<file path="config.mk">
export PLATFORM = sky130hd
export DESIGN_NAME = rtc_calendar_update
export DESIGN_NICKNAME = d
export VERILOG_FILES = /design/src/design/rtcu_pkg.sv /design/src/design/rtcu_fifo.sv /design/src/design/rtcu_front.sv /design/src/design/rtcu_div.sv /design/src/design/rtcu_back.sv /design/src/design/rtc_calendar_update.sv
export SDC_FILE = /design/constraint.sdc
export NUM_CORES = 1
export LEC_CHECK = 0
export ABC_AREA = 0
export BUFFER_PORTS_ARGS = -buffer_cell sky130_fd_sc_hd__buf_2
export CORE_UTILIZATION = 50
export DETAILED_ROUTE_END_ITERATION = 16
export PLACE_DENSITY = 0.67
export SETUP_SLACK_MARGIN = 0.3
export SLEW_MARGIN = 10
export SYNTH_ARGS = -nofsm -noshare
export SYNTH_HDL_FRONTEND = slang
export SYNTH_SLANG_ARGS = --single-unit
</file>
<file path="constraint.sdc">
create_clock -name i_clk -period 10.1 [get_ports i_clk]
set_clock_uncertainty 0.2 [all_clocks]
set_input_delay 1.01 -clock i_clk [delete_from_list [all_inputs] [get_ports i_clk]]
set_output_delay 1.01 -clock i_clk [all_outputs]
set_load 0.03 [all_outputs]
</file>
<file path="src/design/rtcu_pkg.sv">
// ---------------------------------------------------------------------------
// rtcu_pkg: shared types and constants for the RTC calendar update block
// Calendar time record, command and divider codes, leap year and month
// length helpers.
// ---------------------------------------------------------------------------
`default_nettype none

package rtcu_pkg;

    typedef enum logic {
        OP_UPDATE = 1'b0,
        OP_LOAD   = 1'b1
    } t_op;

    typedef enum logic {
        DIV_BY_60 = 1'b0,
        DIV_BY_24 = 1'b1
    } t_div_sel;

    typedef struct packed {
        logic     start;
        t_div_sel sel;
    } t_div_req;

    typedef struct packed {
        logic [11:0] year;
        logic [3:0]  month;
        logic [4:0]  day;
        logic [4:0]  hour;
        logic [5:0]  minute;
        logic [5:0]  second;
    } t_time;

    localparam int TIME_W = $bits(t_time);

    localparam logic [5:0]  SEC_PER_MIN     = 6'd60;
    localparam logic [5:0]  MIN_PER_HOUR    = 6'd60;
    localparam logic [4:0]  HOUR_PER_DAY    = 5'd24;
    localparam logic [3:0]  MONTHS_PER_YEAR = 4'd12;
    localparam logic [11:0] RESET_YEAR      = 12'd2000;

    // Exact floor(y / 25) for every multiple of 25 below 4096.
    localparam logic [10:0] RECIP_25       = 11'd1311;
    localparam int          RECIP_25_SHIFT = 15;

    localparam t_time RESET_TIME = '{
        year:   RESET_YEAR,
        month:  4'd1,
        day:    5'd1,
        hour:   5'd0,
        minute: 6'd0,
        second: 6'd0
    };

    function automatic logic [5:0] div_value(input t_div_sel sel);
        logic [5:0] d;
        case (sel)
            DIV_BY_60: d = SEC_PER_MIN;
            DIV_BY_24: d = {1'b0, HOUR_PER_DAY};
            default:   d = SEC_PER_MIN;
        endcase
        return d;
    endfunction

    // Divisible by 100 is divisible by 4 and 25; by 400 is by 16 and 25.
    function automatic logic is_leap(input logic [11:0] year);
        logic [22:0] prod;
        logic [7:0]  q25;
        logic [11:0] back25;
        logic        div4;
        logic        div16;
        logic        div25;
        prod   = 23'(year) * 23'(RECIP_25);
        q25    = 8'(prod >> RECIP_25_SHIFT);
        back25 = 12'(q25) * 12'd25;
        div4   = (year[1:0] == 2'd0);
        div16  = (year[3:0] == 4'd0);
        div25  = (back25 == year);
        return (div4 && !div25) || (div16 && div25);
    endfunction

    // Months outside one to twelve are treated as long months.
    function automatic logic [4:0] month_len(input logic [3:0] month, input logic leap);
        logic [4:0] len;
        case (month) inside
            4'd4, 4'd6, 4'd9, 4'd11: len = 5'd30;
            4'd2:                    len = leap ? 5'd29 : 5'd28;
            default:                 len = 5'd31;
        endcase
        return len;
    endfunction

endpackage

`default_nettype wire

</file>
<file path="src/design/rtcu_fifo.sv">
// ---------------------------------------------------------------------------
// rtcu_fifo: command queue between front and back
// Two-entry first-in first-out queue of packed command words.
// ---------------------------------------------------------------------------
`default_nettype none

module rtcu_fifo #(
    parameter int W = 8
) (
    input  wire logic         i_clk,
    input  wire logic         i_rst_n,
    input  wire logic         i_push,
    input  wire logic [W-1:0] i_data,
    output logic              o_full,
    output logic              o_valid,
    input  wire logic         i_pop,
    output logic [W-1:0]      o_data
);
    localparam int DEPTH = 2;
    localparam int PTR_W = $clog2(DEPTH);
    localparam int CNT_W = $clog2(DEPTH + 1);

    logic [W-1:0]     r_mem [DEPTH];
    logic [PTR_W-1:0] r_wr_ptr;
    logic [PTR_W-1:0] r_rd_ptr;
    logic [CNT_W-1:0] r_count;

    assign o_full  = (r_count == CNT_W'(DEPTH));
    assign o_valid = (r_count != '0);
    assign o_data  = r_mem[r_rd_ptr];

    always_ff @(posedge i_clk) begin
        if (!i_rst_n) begin
            r_wr_ptr <= '0;
            r_rd_ptr <= '0;
            r_count  <= '0;
        end else begin
            if (i_push) begin
                r_wr_ptr <= r_wr_ptr + PTR_W'(1);
            end
            if (i_pop) begin
                r_rd_ptr <= r_rd_ptr + PTR_W'(1);
            end
            if (i_push && !i_pop) begin
                r_count <= r_count + CNT_W'(1);
            end else if (i_pop && !i_push) begin
                r_count <= r_count - CNT_W'(1);
            end
        end
    end

    always_ff @(posedge i_clk) begin
        if (i_push) begin
            r_mem[r_wr_ptr] <= i_data;
        end
    end

    a_no_push_full: assert property (@(posedge i_clk) disable iff (!i_rst_n)
        i_push |-> (r_count != CNT_W'(DEPTH)))
        else $error("word pushed into a full queue");

    a_no_pop_empty: assert property (@(posedge i_clk) disable iff (!i_rst_n)
        i_pop |-> (r_count != '0))
        else $error("word popped from an empty queue");

endmodule

`default_nettype wire

</file>
<file path="src/design/rtcu_front.sv">
// ---------------------------------------------------------------------------
// rtcu_front: input side of the RTC calendar update
// Accepts words, tracks the last counter reading and turns an update into
// a count of whole seconds before queuing it.
// ---------------------------------------------------------------------------
`default_nettype none

module rtcu_front #(
    parameter int COUNT_WIDTH = 24,
    parameter int TICK_SHIFT  = 8,
    parameter int SW          = 16
) (
    input  wire logic                   i_clk,
    input  wire logic                   i_rst_n,
    input  wire logic                   i_in_valid,
    output logic                        o_in_stall,
    input  wire logic                   i_opcode,
    input  wire logic [COUNT_WIDTH-1:0] i_counter_value,
    input  wire logic [5:0]             i_load_second,
    input  wire logic [5:0]             i_load_minute,
    input  wire logic [4:0]             i_load_hour,
    input  wire logic [4:0]             i_load_day,
    input  wire logic [3:0]             i_load_month,
    input  wire logic [11:0]            i_load_year,
    input  wire logic                   i_full,
    output logic                        o_push,
    output rtcu_pkg::t_op               o_op,
    output logic [SW-1:0]               o_secs,
    output rtcu_pkg::t_time             o_load
);
    import rtcu_pkg::*;

    logic [COUNT_WIDTH-1:0] r_last_count;
    logic [COUNT_WIDTH-1:0] delta;
    logic [COUNT_WIDTH-1:0] whole;

    // The subtraction wraps at the counter width, so a reading below the
    // previous one counts across the wrap.
    assign delta = i_counter_value - r_last_count;
    assign whole = delta >> TICK_SHIFT;

    assign o_in_stall = i_full;
    assign o_push     = i_in_valid && !i_full;
    assign o_op       = t_op'(i_opcode);
    assign o_secs     = whole[SW-1:0];
    assign o_load     = '{
        year:   i_load_year,
        month:  i_load_month,
        day:    i_load_day,
        hour:   i_load_hour,
        minute: i_load_minute,
        second: i_load_second
    };

    always_ff @(posedge i_clk) begin
        if (!i_rst_n) begin
            r_last_count <= '0;
        end else if (o_push && (o_op == OP_UPDATE)) begin
            r_last_count <= i_counter_value;
        end
    end

endmodule

`default_nettype wire

</file>
<file path="src/design/rtcu_div.sv">
// ---------------------------------------------------------------------------
// rtcu_div: shared divider by sixty or twenty-four
// Registers the dividend, then forms the quotient in the next cycle by
// multiplying with a rounded-up reciprocal; the remainder follows from the
// low bits of the dividend and of the quotient times the divisor.
// ---------------------------------------------------------------------------
`default_nettype none

module rtcu_div #(
    parameter int DW = 18
) (
    input  wire logic              i_clk,
    input  wire logic              i_rst_n,
    input  rtcu_pkg::t_div_req     i_req,
    input  wire logic [DW-1:0]     i_dividend,
    output logic                   o_done,
    output logic [DW-1:0]          o_quot,
    output logic [5:0]             o_rem
);
    import rtcu_pkg::*;

    // With the shift six bits beyond the dividend width, the rounded-up
    // reciprocal of either divisor gives the exact quotient for every dividend.
    localparam int K  = DW + 6;
    localparam int MW = DW + 2;
    localparam int PW = DW + MW;

    localparam logic [MW-1:0] RECIP_60 =
        MW'(((64'd1 << K) + 64'(SEC_PER_MIN) - 64'd1) / 64'(SEC_PER_MIN));
    localparam logic [MW-1:0] RECIP_24 =
        MW'(((64'd1 << K) + 64'(HOUR_PER_DAY) - 64'd1) / 64'(HOUR_PER_DAY));

    logic          r_busy;
    logic          r_done;
    t_div_sel      r_sel;
    logic [DW-1:0] r_x;
    logic [DW-1:0] r_quot;

    logic [MW-1:0] recip;
    logic [PW-1:0] prod;
    logic [5:0]    d;
    logic [5:0]    qd_lo;

    assign recip = (r_sel == DIV_BY_24) ? RECIP_24 : RECIP_60;
    assign prod  = PW'(r_x) * PW'(recip);
    assign d     = div_value(r_sel);

    // The remainder is below sixty-four, so six bits of the product suffice.
    assign qd_lo = r_quot[5:0] * d;

    assign o_done = r_done;
    assign o_quot = r_quot;
    assign o_rem  = r_x[5:0] - qd_lo;

    always_ff @(posedge i_clk) begin
        if (!i_rst_n) begin
            r_busy <= 1'b0;
            r_done <= 1'b0;
        end else begin
            r_busy <= i_req.start;
            r_done <= r_busy;
        end
    end

    always_ff @(posedge i_clk) begin
        if (i_req.start) begin
            r_x   <= i_dividend;
            r_sel <= i_req.sel;
        end
        if (r_busy) begin
            r_quot <= DW'(prod >> K);
        end
    end

    a_start_idle: assert property (@(posedge i_clk) disable iff (!i_rst_n)
        i_req.start |-> !r_busy)
        else $error("divider started while busy");

    a_rem_below_div: assert property (@(posedge i_clk) disable iff (!i_rst_n)
        r_done |-> (o_rem < d))
        else $error("divider remainder not below divisor");

endmodule

`default_nettype wire

</file>
<file path="src/design/rtcu_back.sv">
// ---------------------------------------------------------------------------
// rtcu_back: calendar sequencer of the RTC calendar update
// Holds the calendar time or loads a new one, carries seconds into minutes,
// hours and days through the shared divider, steps days one per cycle and
// registers the result word.
// ---------------------------------------------------------------------------
`default_nettype none

module rtcu_back #(
    parameter int SW = 16,
    parameter int DW = 18
) (
    input  wire logic           i_clk,
    input  wire logic           i_rst_n,
    input  wire logic           i_cmd_valid,
    output logic                o_cmd_pop,
    input  rtcu_pkg::t_op       i_cmd_op,
    input  wire logic [SW-1:0]  i_cmd_secs,
    input  rtcu_pkg::t_time     i_cmd_load,
    output rtcu_pkg::t_div_req  o_div_req,
    output logic [DW-1:0]       o_div_dividend,
    input  wire logic           i_div_done,
    input  wire logic [DW-1:0]  i_div_quot,
    input  wire logic [5:0]     i_div_rem,
    output logic                o_out_valid,
    input  wire logic           i_out_stall,
    output rtcu_pkg::t_time     o_out_time
);
    import rtcu_pkg::*;

    typedef enum logic [5:0] {
        S_IDLE = 6'b000001,
        S_SEC  = 6'b000010,
        S_MIN  = 6'b000100,
        S_HOUR = 6'b001000,
        S_DAY  = 6'b010000,
        S_OUT  = 6'b100000
    } t_state;

    localparam logic [DW-1:0] MIN_BIAS  = DW'(MIN_PER_HOUR - 6'd1);
    localparam logic [DW-1:0] HOUR_BIAS = DW'(HOUR_PER_DAY - 5'd1);

    t_state        r_state;
    t_state        n_state;
    t_time         r_time;
    t_time         n_time;
    logic [DW-1:0] r_days;
    logic [DW-1:0] n_days;
    logic          r_out_valid;
    t_time         r_out;
    logic          out_load;

    logic [DW-1:0] min_sum;
    logic [DW-1:0] hour_sum;
    logic [5:0]    day_inc;
    logic [4:0]    mon_inc;
    logic [4:0]    cur_len;

    // A minute or hour already past its limit wraps to zero on the first
    // carry; adding limit minus one gives that carry plus the rest.
    assign min_sum  = (r_time.minute >= MIN_PER_HOUR) ? (i_div_quot + MIN_BIAS)
                                                      : (i_div_quot + DW'(r_time.minute));
    assign hour_sum = (r_time.hour >= HOUR_PER_DAY) ? (i_div_quot + HOUR_BIAS)
                                                    : (i_div_quot + DW'(r_time.hour));

    assign day_inc = {1'b0, r_time.day} + 6'd1;
    assign mon_inc = {1'b0, r_time.month} + 5'd1;
    assign cur_len = month_len(r_time.month, is_leap(r_time.year));

    assign out_load    = (r_state == S_OUT) && (!r_out_valid || !i_out_stall);
    assign o_out_valid = r_out_valid;
    assign o_out_time  = r_out;

    always_comb begin
        n_state        = r_state;
        n_time         = r_time;
        n_days         = r_days;
        o_cmd_pop      = 1'b0;
        o_div_req      = '{start: 1'b0, sel: DIV_BY_60};
        o_div_dividend = '0;
        case (r_state)
            S_IDLE: begin
                if (i_cmd_valid) begin
                    o_cmd_pop = 1'b1;
                    if (i_cmd_op == OP_LOAD) begin
                        n_time  = i_cmd_load;
                        n_state = S_OUT;
                    end else begin
                        o_div_req      = '{start: 1'b1, sel: DIV_BY_60};
                        o_div_dividend = DW'(i_cmd_secs) + DW'(r_time.second);
                        n_state        = S_SEC;
                    end
                end
            end
            S_SEC: begin
                if (i_div_done) begin
                    n_time.second = i_div_rem;
                    if (i_div_quot == '0) begin
                        n_state = S_OUT;
                    end else begin
                        o_div_req      = '{start: 1'b1, sel: DIV_BY_60};
                        o_div_dividend = min_sum;
                        n_state        = S_MIN;
                    end
                end
            end
            S_MIN: begin
                if (i_div_done) begin
                    n_time.minute = i_div_rem;
                    if (i_div_quot == '0) begin
                        n_state = S_OUT;
                    end else begin
                        o_div_req      = '{start: 1'b1, sel: DIV_BY_24};
                        o_div_dividend = hour_sum;
                        n_state        = S_HOUR;
                    end
                end
            end
            S_HOUR: begin
                if (i_div_done) begin
                    n_time.hour = i_div_rem[4:0];
                    n_days      = i_div_quot;
                    n_state     = (i_div_quot == '0) ? S_OUT : S_DAY;
                end
            end
            S_DAY: begin
                if (day_inc > {1'b0, cur_len}) begin
                    n_time.day = 5'd1;
                    if (mon_inc > {1'b0, MONTHS_PER_YEAR}) begin
                        n_time.month = 4'd1;
                        n_time.year  = r_time.year + 12'd1;
                    end else begin
                        n_time.month = mon_inc[3:0];
                    end
                end else begin
                    n_time.day = day_inc[4:0];
                end
                n_days = r_days - DW'(1);
                if (r_days == DW'(1)) begin
                    n_state = S_OUT;
                end
            end
            S_OUT: begin
                if (out_load) begin
                    n_state = S_IDLE;
                end
            end
            default: begin
                n_state = S_IDLE;
            end
        endcase
    end

    always_ff @(posedge i_clk) begin
        if (!i_rst_n) begin
            r_state     <= S_IDLE;
            r_time      <= RESET_TIME;
            r_days      <= '0;
            r_out_valid <= 1'b0;
        end else begin
            r_state <= n_state;
            r_time  <= n_time;
            r_days  <= n_days;
            if (out_load) begin
                r_out_valid <= 1'b1;
            end else if (!i_out_stall) begin
                r_out_valid <= 1'b0;
            end
        end
    end

    always_ff @(posedge i_clk) begin
        if (out_load) begin
            r_out <= r_time;
        end
    end

    a_done_when_waiting: assert property (@(posedge i_clk) disable iff (!i_rst_n)
        i_div_done |-> (r_state == S_SEC || r_state == S_MIN || r_state == S_HOUR))
        else $error("divider result arrived outside a carry step");

    a_day_count_live: assert property (@(posedge i_clk) disable iff (!i_rst_n)
        (r_state == S_DAY) |-> (r_days != '0))
        else $error("day stepping with no days left");

endmodule

`default_nettype wire

</file>
<file path="src/design/rtc_calendar_update.sv">
// Sequence: a load word's time is registered as the result; an update divides its
// seconds in the shared divider, a minute carry and an hour carry each take a
// further division, and the days are then stepped one at a time.
// Flow: the back sequencer takes one word at a time and pops no new word until
// its result is registered; an output stall holds it in its output step.
// Reset: synchronous, clears the queue and sets 2000-01-01 00:00:00 and count zero.
// ---------------------------------------------------------------------------
// rtc_calendar_update: calendar clock driven by a free-running tick counter
// Front classifies words and forms whole seconds, a two-word queue decouples
// it from the back, which carries the time and returns one result word.
// ---------------------------------------------------------------------------
`default_nettype none

module rtc_calendar_update #(
    parameter int COUNT_WIDTH = 24,
    parameter int TICK_SHIFT  = 8
) (
    input  wire logic                   i_clk,
    input  wire logic                   i_rst_n,
    input  wire logic                   i_in_valid,
    output logic                        o_in_stall,
    input  wire logic                   i_opcode,
    input  wire logic [COUNT_WIDTH-1:0] i_counter_value,
    input  wire logic [5:0]             i_load_second,
    input  wire logic [5:0]             i_load_minute,
    input  wire logic [4:0]             i_load_hour,
    input  wire logic [4:0]             i_load_day,
    input  wire logic [3:0]             i_load_month,
    input  wire logic [11:0]            i_load_year,
    output logic                        o_out_valid,
    input  wire logic                   i_out_stall,
    output logic [5:0]                  o_cur_second,
    output logic [5:0]                  o_cur_minute,
    output logic [4:0]                  o_cur_hour,
    output logic [4:0]                  o_cur_day,
    output logic [3:0]                  o_cur_month,
    output logic [11:0]                 o_cur_year
);
    import rtcu_pkg::*;

    localparam int SW = (COUNT_WIDTH > TICK_SHIFT) ? (COUNT_WIDTH - TICK_SHIFT) : 1;
    localparam int TW = ((SW > 6) ? SW : 6) + 1;
    localparam int DW = TW + 1;
    localparam int QW = 1 + SW + TIME_W;

    logic          fifo_full;
    logic          push;
    t_op           front_op;
    logic [SW-1:0] front_secs;
    t_time         front_load;
    logic [QW-1:0] fifo_in;
    logic [QW-1:0] fifo_out;
    logic          cmd_valid;
    logic          cmd_pop;
    t_div_req      div_req;
    logic [DW-1:0] div_dividend;
    logic          div_done;
    logic [DW-1:0] div_quot;
    logic [5:0]    div_rem;
    t_time         out_time;

    rtcu_front #(
        .COUNT_WIDTH (COUNT_WIDTH),
        .TICK_SHIFT  (TICK_SHIFT),
        .SW          (SW)
    ) u_front (
        .i_clk           (i_clk),
        .i_rst_n         (i_rst_n),
        .i_in_valid      (i_in_valid),
        .o_in_stall      (o_in_stall),
        .i_opcode        (i_opcode),
        .i_counter_value (i_counter_value),
        .i_load_second   (i_load_second),
        .i_load_minute   (i_load_minute),
        .i_load_hour     (i_load_hour),
        .i_load_day      (i_load_day),
        .i_load_month    (i_load_month),
        .i_load_year     (i_load_year),
        .i_full          (fifo_full),
        .o_push          (push),
        .o_op            (front_op),
        .o_secs          (front_secs),
        .o_load          (front_load)
    );

    assign fifo_in = {front_op, front_secs, front_load};

    rtcu_fifo #(
        .W (QW)
    ) u_fifo (
        .i_clk   (i_clk),
        .i_rst_n (i_rst_n),
        .i_push  (push),
        .i_data  (fifo_in),
        .o_full  (fifo_full),
        .o_valid (cmd_valid),
        .i_pop   (cmd_pop),
        .o_data  (fifo_out)
    );

    rtcu_div #(
        .DW (DW)
    ) u_div (
        .i_clk      (i_clk),
        .i_rst_n    (i_rst_n),
        .i_req      (div_req),
        .i_dividend (div_dividend),
        .o_done     (div_done),
        .o_quot     (div_quot),
        .o_rem      (div_rem)
    );

    rtcu_back #(
        .SW (SW),
        .DW (DW)
    ) u_back (
        .i_clk          (i_clk),
        .i_rst_n        (i_rst_n),
        .i_cmd_valid    (cmd_valid),
        .o_cmd_pop      (cmd_pop),
        .i_cmd_op       (t_op'(fifo_out[QW-1])),
        .i_cmd_secs     (fifo_out[TIME_W +: SW]),
        .i_cmd_load     (t_time'(fifo_out[TIME_W-1:0])),
        .o_div_req      (div_req),
        .o_div_dividend (div_dividend),
        .i_div_done     (div_done),
        .i_div_quot     (div_quot),
        .i_div_rem      (div_rem),
        .o_out_valid    (o_out_valid),
        .i_out_stall    (i_out_stall),
        .o_out_time     (out_time)
    );

    assign o_cur_second = out_time.second;
    assign o_cur_minute = out_time.minute;
    assign o_cur_hour   = out_time.hour;
    assign o_cur_day    = out_time.day;
    assign o_cur_month  = out_time.month;
    assign o_cur_year   = out_time.year;

endmodule

`default_nettype wire
</file>
# Word-level counts from Yosys, hierarchy flattened
# Memories as Yosys holds them, arrays and structs flattened. A register that Yosys moved wholly into a read port is not among the register bits.
# Index checks and enable logic that the tools add are counted.
# classes
mul	4
add_sub_neg	15
mux	56
reduce_logical	34
n_eq_ne	24
magnitude_cmp	4
bitwise_logic	2
# ops
cell	n
2-to-1 mux 18 bit	9
2-to-1 mux 38 bit	2
2-to-1 mux 6 bit	11
one-hot mux 18 bit (3 select lines)	1
one-hot mux 21 bit (2 select lines)	1
multiplier 18 x 20 -> 38 bit	1
one-hot mux 18 bit (2 select lines)	1
one-hot mux 6 bit (2 select lines)	3
one-hot mux 6 bit (6 select lines)	1
subtractor 24 bit	1
multiplier 12 x 11 -> 23 bit (second input constant)	1
2-to-1 mux 20 bit	1
2-to-1 mux 5 bit	4
== test 18 x 1 -> 1 bit (second input constant)	1
logical NOT 18 bit	1
subtractor 18 x 1 -> 18 bit (second input constant)	1
adder 16 x 6 -> 17 bit	1
2-to-1 mux 16 bit	1
2-to-1 mux 2 bit	8
AND reduction 4 bit	4
adder 14 x 5 -> 15 bit	1
adder 14 x 5 -> 15 bit (second input constant)	1
adder 14 x 6 -> 15 bit	1
adder 14 x 6 -> 15 bit (second input constant)	1
43 further kinds	81
# word_totals
elab_cells	164
out_inout_bits	40
regBits	164
input_bits	67
memories	1
ram_bits	110
# memory_table
memory	words	word_bits	read_ports	rd_clocked_by_memory_dff	write_ports	line	text
u_fifo.r_mem	2	55	1	1	1	rtcu_fifo.sv:23	logic [W-1:0] r_mem [DEPTH];

# Longest topological paths before layout
# depth
word_depth	12
ltp_mapped	43
depth_no_buf	42

# Cells and area by module
# Synthesis repeated with hierarchy kept, for this count alone.
# unflattened
cells_unflattened	2380
hier_area_um2	23830.4
# by_module_without_submodules
module	seq_area_each_um2	n_inst	area_per_inst_um2	cells_per_inst
rtcu_back	2402.3	1	9749.4	1121
rtcu_div	1031.0	1	7608.5	770
rtcu_fifo	3403.3	1	4207.8	193
rtcu_front	480.5	1	2264.7	296

# Worst setup path before layout
# OpenSTA, ideal clock, no wires.
# synth_timing
kind	register -> register
from	register u_back.r_time[30] (netlist name)
to	register u_back.r_time[36] (netlist name)
arrival_ns	8.523
synth_period_minus_slack_ns	8.868
stages_incl_launch_ff	41
setup_slack_ns	1.232
setup_ns	0.145
cell_sequence	dfxtp_1 > inv_1 > fa_1 > inv_1 > ha_1 > inv_1 > fa_1 > fa_1 > fa_1 > inv_1 > ha_1 > a21oi_1 > nand2_1 > a221o_1 > o2111ai_1 > nand2_1 > a21o_1 > xor2_1 > (+5 left out) > ha_1 > nor2b_1 > o21a_1 > nor2_1 > xnor2_1 > and4_1 > o2111ai_1 > a221oi_1 > a31oi_1 > ha_1 > nand2_1 > nand2_1 > nor4_1 > o31ai_2 > or2_1 > buf_2 > a21oi_1 > o221ai_1
# synth_via
elab_chain_len	12
# synth_rtl
item	line	text
from (decl)	rtcu_back.sv:45	t_time r_time;
from (signal assigned)	rtcu_back.sv:162	r_time <= n_time;
multiplier 12 x 11 -> 23 bit	rtcu_pkg.sv:73	prod = 23'(year) * 23'(RECIP_25);
multiplier 8 x 5 -> 12 bit	rtcu_pkg.sv:75	back25 = 12'(q25) * 12'd25;
== test 12 bit	rtcu_pkg.sv:78	div25 = (back25 == year);
logical NOT 1 bit	rtcu_pkg.sv:79	return (div4 && !div25) || (div16 && div25);
logical AND 1 bit	rtcu_pkg.sv:79	
logical OR 1 bit	rtcu_pkg.sv:79	
2-to-1 mux 1 bit	rtcu_pkg.sv:87	4'd2: len = leap ? 5'd29 : 5'd28;
2-to-1 mux 5 bit (2 in series)	rtcu_pkg.sv:85	case (month) inside
> comparator 6 x 5 -> 1 bit	rtcu_back.sv:127	if (day_inc > {1'b0, cur_len}) begin
inequality test 2 x 1 -> 1 bit (no source line)	-	
AND reduction 5 bit (no source line)	-	
# Several ways; a longest one is shown, not always the timed one. The select of a mux whose other input is x is not followed.
# A chain may end at the register's enable or synchronous reset.

# Worst setup path after layout
# layout_timing
from	register u_back.r_time[34] (netlist name)
to	register u_back.r_time[36] (netlist name)
# Same word-level chain as after synthesis.

==> results.md <==
- H-Tree Level Count: 1
- Most common cell after layout, fill and taps aside: inv_1
- Period utilization: 0.909
- Required time of the worst setup path: 10.30 ns
- Total negative slack for setup checks: 0 ns
- FF/Latch Area: about 0.0073 mm2
- Sequential fraction of the synthesis area: 0.329
- Clock-pin slew of the registers on the worst-case setup and hold paths: roughly 0.060 ns
- Cell with the largest stage delay on the worst path: fa_1
- Count of vias placed by the detailed router: 15500
- Type of the worst setup path: flop to flop
- Average wire per cell in the routed design: approximately 17 um
- Cell accounting for the most synthesized area: edfxtp_1
- Final-report hold violation count: 0
- Commonest non-fill, non-tap cells in the layout: 364 x inv_1, 294 x ha_1, 180 x edfxtp_1
- Actual transition at the worst max-transition pin: between 1 and 1.5 ns
- Number of placed cells counting well taps: 2843
- Die area: approximately 0.045 mm2
- Yosys warnings: 0
- Largest net degree at the start of global routing: just over 60
- Yosys reg bits: about 270
- Router iterations before antenna repair: 5
- Mean instance size in the synthesized netlist: between 10 and 15 um2
- Maximum fanout along the worst path: 20
- Std-Cell Rows: 76
- HPWL Detailed: approximately 40000 um
- Area growth syn-to-layout: 10.7%
- Period minus WS final: 9.18 ns
- Headroom to the max-slew limit: 0.289
- Ranking of synthesized cells by area: edfxtp_1 24%, ha_1 17%, fa_1 16%
- DRT Wirelength: 50000 um
- Number of antenna violations at the first check in global routing: 2
- Cells after synthesis: 2172
- Max stage delay on crit path: about 0.53 ns
- Area share of the largest cell type after synthesis: 0.244
- DRC violations left: 0
- Highest clock rate: between 0.1 and 0.15 GHz
- Total I/O pin count: between 100 and 150
- Number of violations reported at the end of detailed-routing iteration 0: about 980
- Via count of the first global-routing pass: 16000
- Final Non-Filler Cells: around 2900
- Wire length of the first global-routing pass: ~80000 um
- Clock Tree Buf Depth: 3
- Placer Congestion: roughly 0.90
- Max Transition Viols Final: 0
- IO Port Bufs: roughly 110
- Fraction of layout cells with a size suffix above 1: 0.0922
- Unrepaired setup endpoints after global routing: no
- Nets: around 2800
- Combined global-route utilization of all metal layers: 0.229
- Cell at the root of the clock tree: clkbuf_16
- Clock network latency to the later pin of the worst-skew pair: 0.57 ns
- Synth async-reset ratio: 0
- DRT antenna net count: 0
- Commonest register cell after synthesis: edfxtp_1
- Fill cell instance count of the final layout: slightly below 4000
- TritonCTS Buffers: 27
- TritonCTS clock tree: yes
- Kind of capture point of the worst setup path: flop
- Finish-stage setup viols: 0
- Die Span Y: ~210 um
- Mapped cell area: between 0.02 and 0.025 mm2
- Area used by multi-input combinational logic: 0.0134 mm2
- Worst hold path class: flop to flop
- Run status: completed
- Initial Util: 0.511
- Count of maximum capacitance violations: 0
- Startpoint types: flop
- Core region area: about 0.043 mm2
- Worst Path Arrival: around 9.4 ns
- Hold-fix buffers, CTS: 0
- Distinct cells, synth: 78
- Via count normalized by instance count: ~5.4
- Count of flip-flops with a built-in enable after synthesis: 180
- Remaining global-route overflow: 0
- Number of clock sinks: between 200 and 300
- Chip width: 213 um
## layout make-up
class,instances,share of cell area
multi-input combinational,1489,0.547
sequential,274,0.297
inverter,365,0.0559
tap,585,0.0298
timing repair buffer,131,0.0298
clock buffer,31,0.0282
clock inverter,19,0.0114
antenna,1,0.000102
## worst max-delay path, delay by kind of cell, from the launching register on
family / cells / cell delay (ns)
and+or+nand+nor: 8 / 1.09
DFF: 1 / 0.38
buffers and inverters: 8 / 0.68
xor gates and xnor gates: 2 / 0.27
adders and majority gates: 11 / 4.09
AOI/OAI and AO/OA: 12 / 2.32
## metrics by stage
step | utilization | hold slack, ns | setup slack, ns | cell area [um2]
2_1_floorplan | - | 0.222 | 1.23 | 22200
3_3_place_gp | 0.541 | 0.238 | 0.745 | 23500
3_5_place_dp | 0.541 | 0.248 | 0.504 | 23500
4_1_cts | 0.564 | 0.256 | 0.441 | 24400
5_1_grt | 0.565 | 0.278 | 0.286 | 24500
6_report | 0.566 | 0.254 | 0.915 | 24500
## routing by layer
| metal | vias up | part of all wire | track usage |
|---|---|---|---|
| li1 | 7599 | - | - |
| met1 | 7482 | 0.46 | 0.313 |
| met2 | 361 | 0.48 | 0.392 |
| met3 | 63 | 0.045 | 0.0214 |
| met4 | 2 | 0.020 | 0.0548 |
| met5 | - | 0.00022 | 0 |
## path summary, 6_finish.rpt
path	start	end	slack (ns)	depth (start not counted)
setup reg to reg	u_back.r_time[34]$_SDFFE_PN1P_	u_back.r_time[36]$_SDFFE_PN1P_	0.92	41
setup / recovery	u_back.r_time[34]$_SDFFE_PN1P_	u_back.r_time[36]$_SDFFE_PN1P_	0.92	41
hold / removal	u_front.r_last_count[18]$_SDFFE_PN0P_	u_front.r_last_count[18]$_SDFFE_PN0P_	0.25	2
hold reg to reg	u_front.r_last_count[18]$_SDFFE_PN0P_	u_front.r_last_count[18]$_SDFFE_PN0P_	0.25	2
## flip-flops by register name (all words and copies together), names as in the netlist, named ones only
signal                flops
u_div.r_busy              1
u_back.r_time            38
u_fifo.r_mem            110
u_back.o_out_valid        1
u_fifo.r_rd_ptr           1
u_front.r_last_count     24
u_div.r_x                17
u_back.r_state            6
u_div.r_sel               1
u_div.o_done              1
u_back.o_out_time        38
u_back.r_days            18
u_fifo.r_count            2
u_fifo.r_wr_ptr           1
u_div.o_quot             14
## cells in the mapped netlist, types with 4 or more instances
master    number
o21ai_1       20
buf_2          5
o21ai_0       59
a21oi_1      128
a221oi_1       7
o31ai_1        4
and2_1        12
xor2_1        38
ha_1         294
a22oi_1        6
clkbuf_1      54
nor2_1       137
nand2_1      137
dfxtp_1       94
nand3_1       33
nor3_1        25
a21o_1        31
o21bai_1       5
o211ai_1      13
o21a_1        10
or3_1          8
nand4_1        8
xnor2_1       59
or2_2          5
inv_1        364
mux2i_1       42
edfxtp_1     180
nor3b_1        6
and3_1        15
a211oi_1      32
nand2b_1      13
a31oi_1       15
nand3b_1       5
buf_1          4
nor2b_1       23
o221ai_1       8
mux2_2        12
fa_1         176
nor4_1        11
o22ai_1       12
## cell families (layout without fill, tap and decap cells)
group / Yosys count / after routing / synth area share
adder cells (fa/ha/maj): 470 / 470 / 0.325
AND/OR/NAND/NOR: 461 / 461 / 0.0993
buffers and inverters: 428 / 546 / 0.0728
AO/OA/AOI/OAI: 385 / 385 / 0.109
flip-flops: 274 / 274 / 0.329
XOR/XNOR: 98 / 98 / 0.0394
multiplexers: 54 / 54 / 0.0251
other: 2 / 22 / 0.000339
## timing repair
item                                    in CTS  in global routing
endpoints found under the setup margin       0                 21
gates resized for setup                      0                 12
buffers inserted                             0                  1
Power is not shown: default switching activity piles up to over one toggle a cycle in this logic, so the estimate is an artifact.
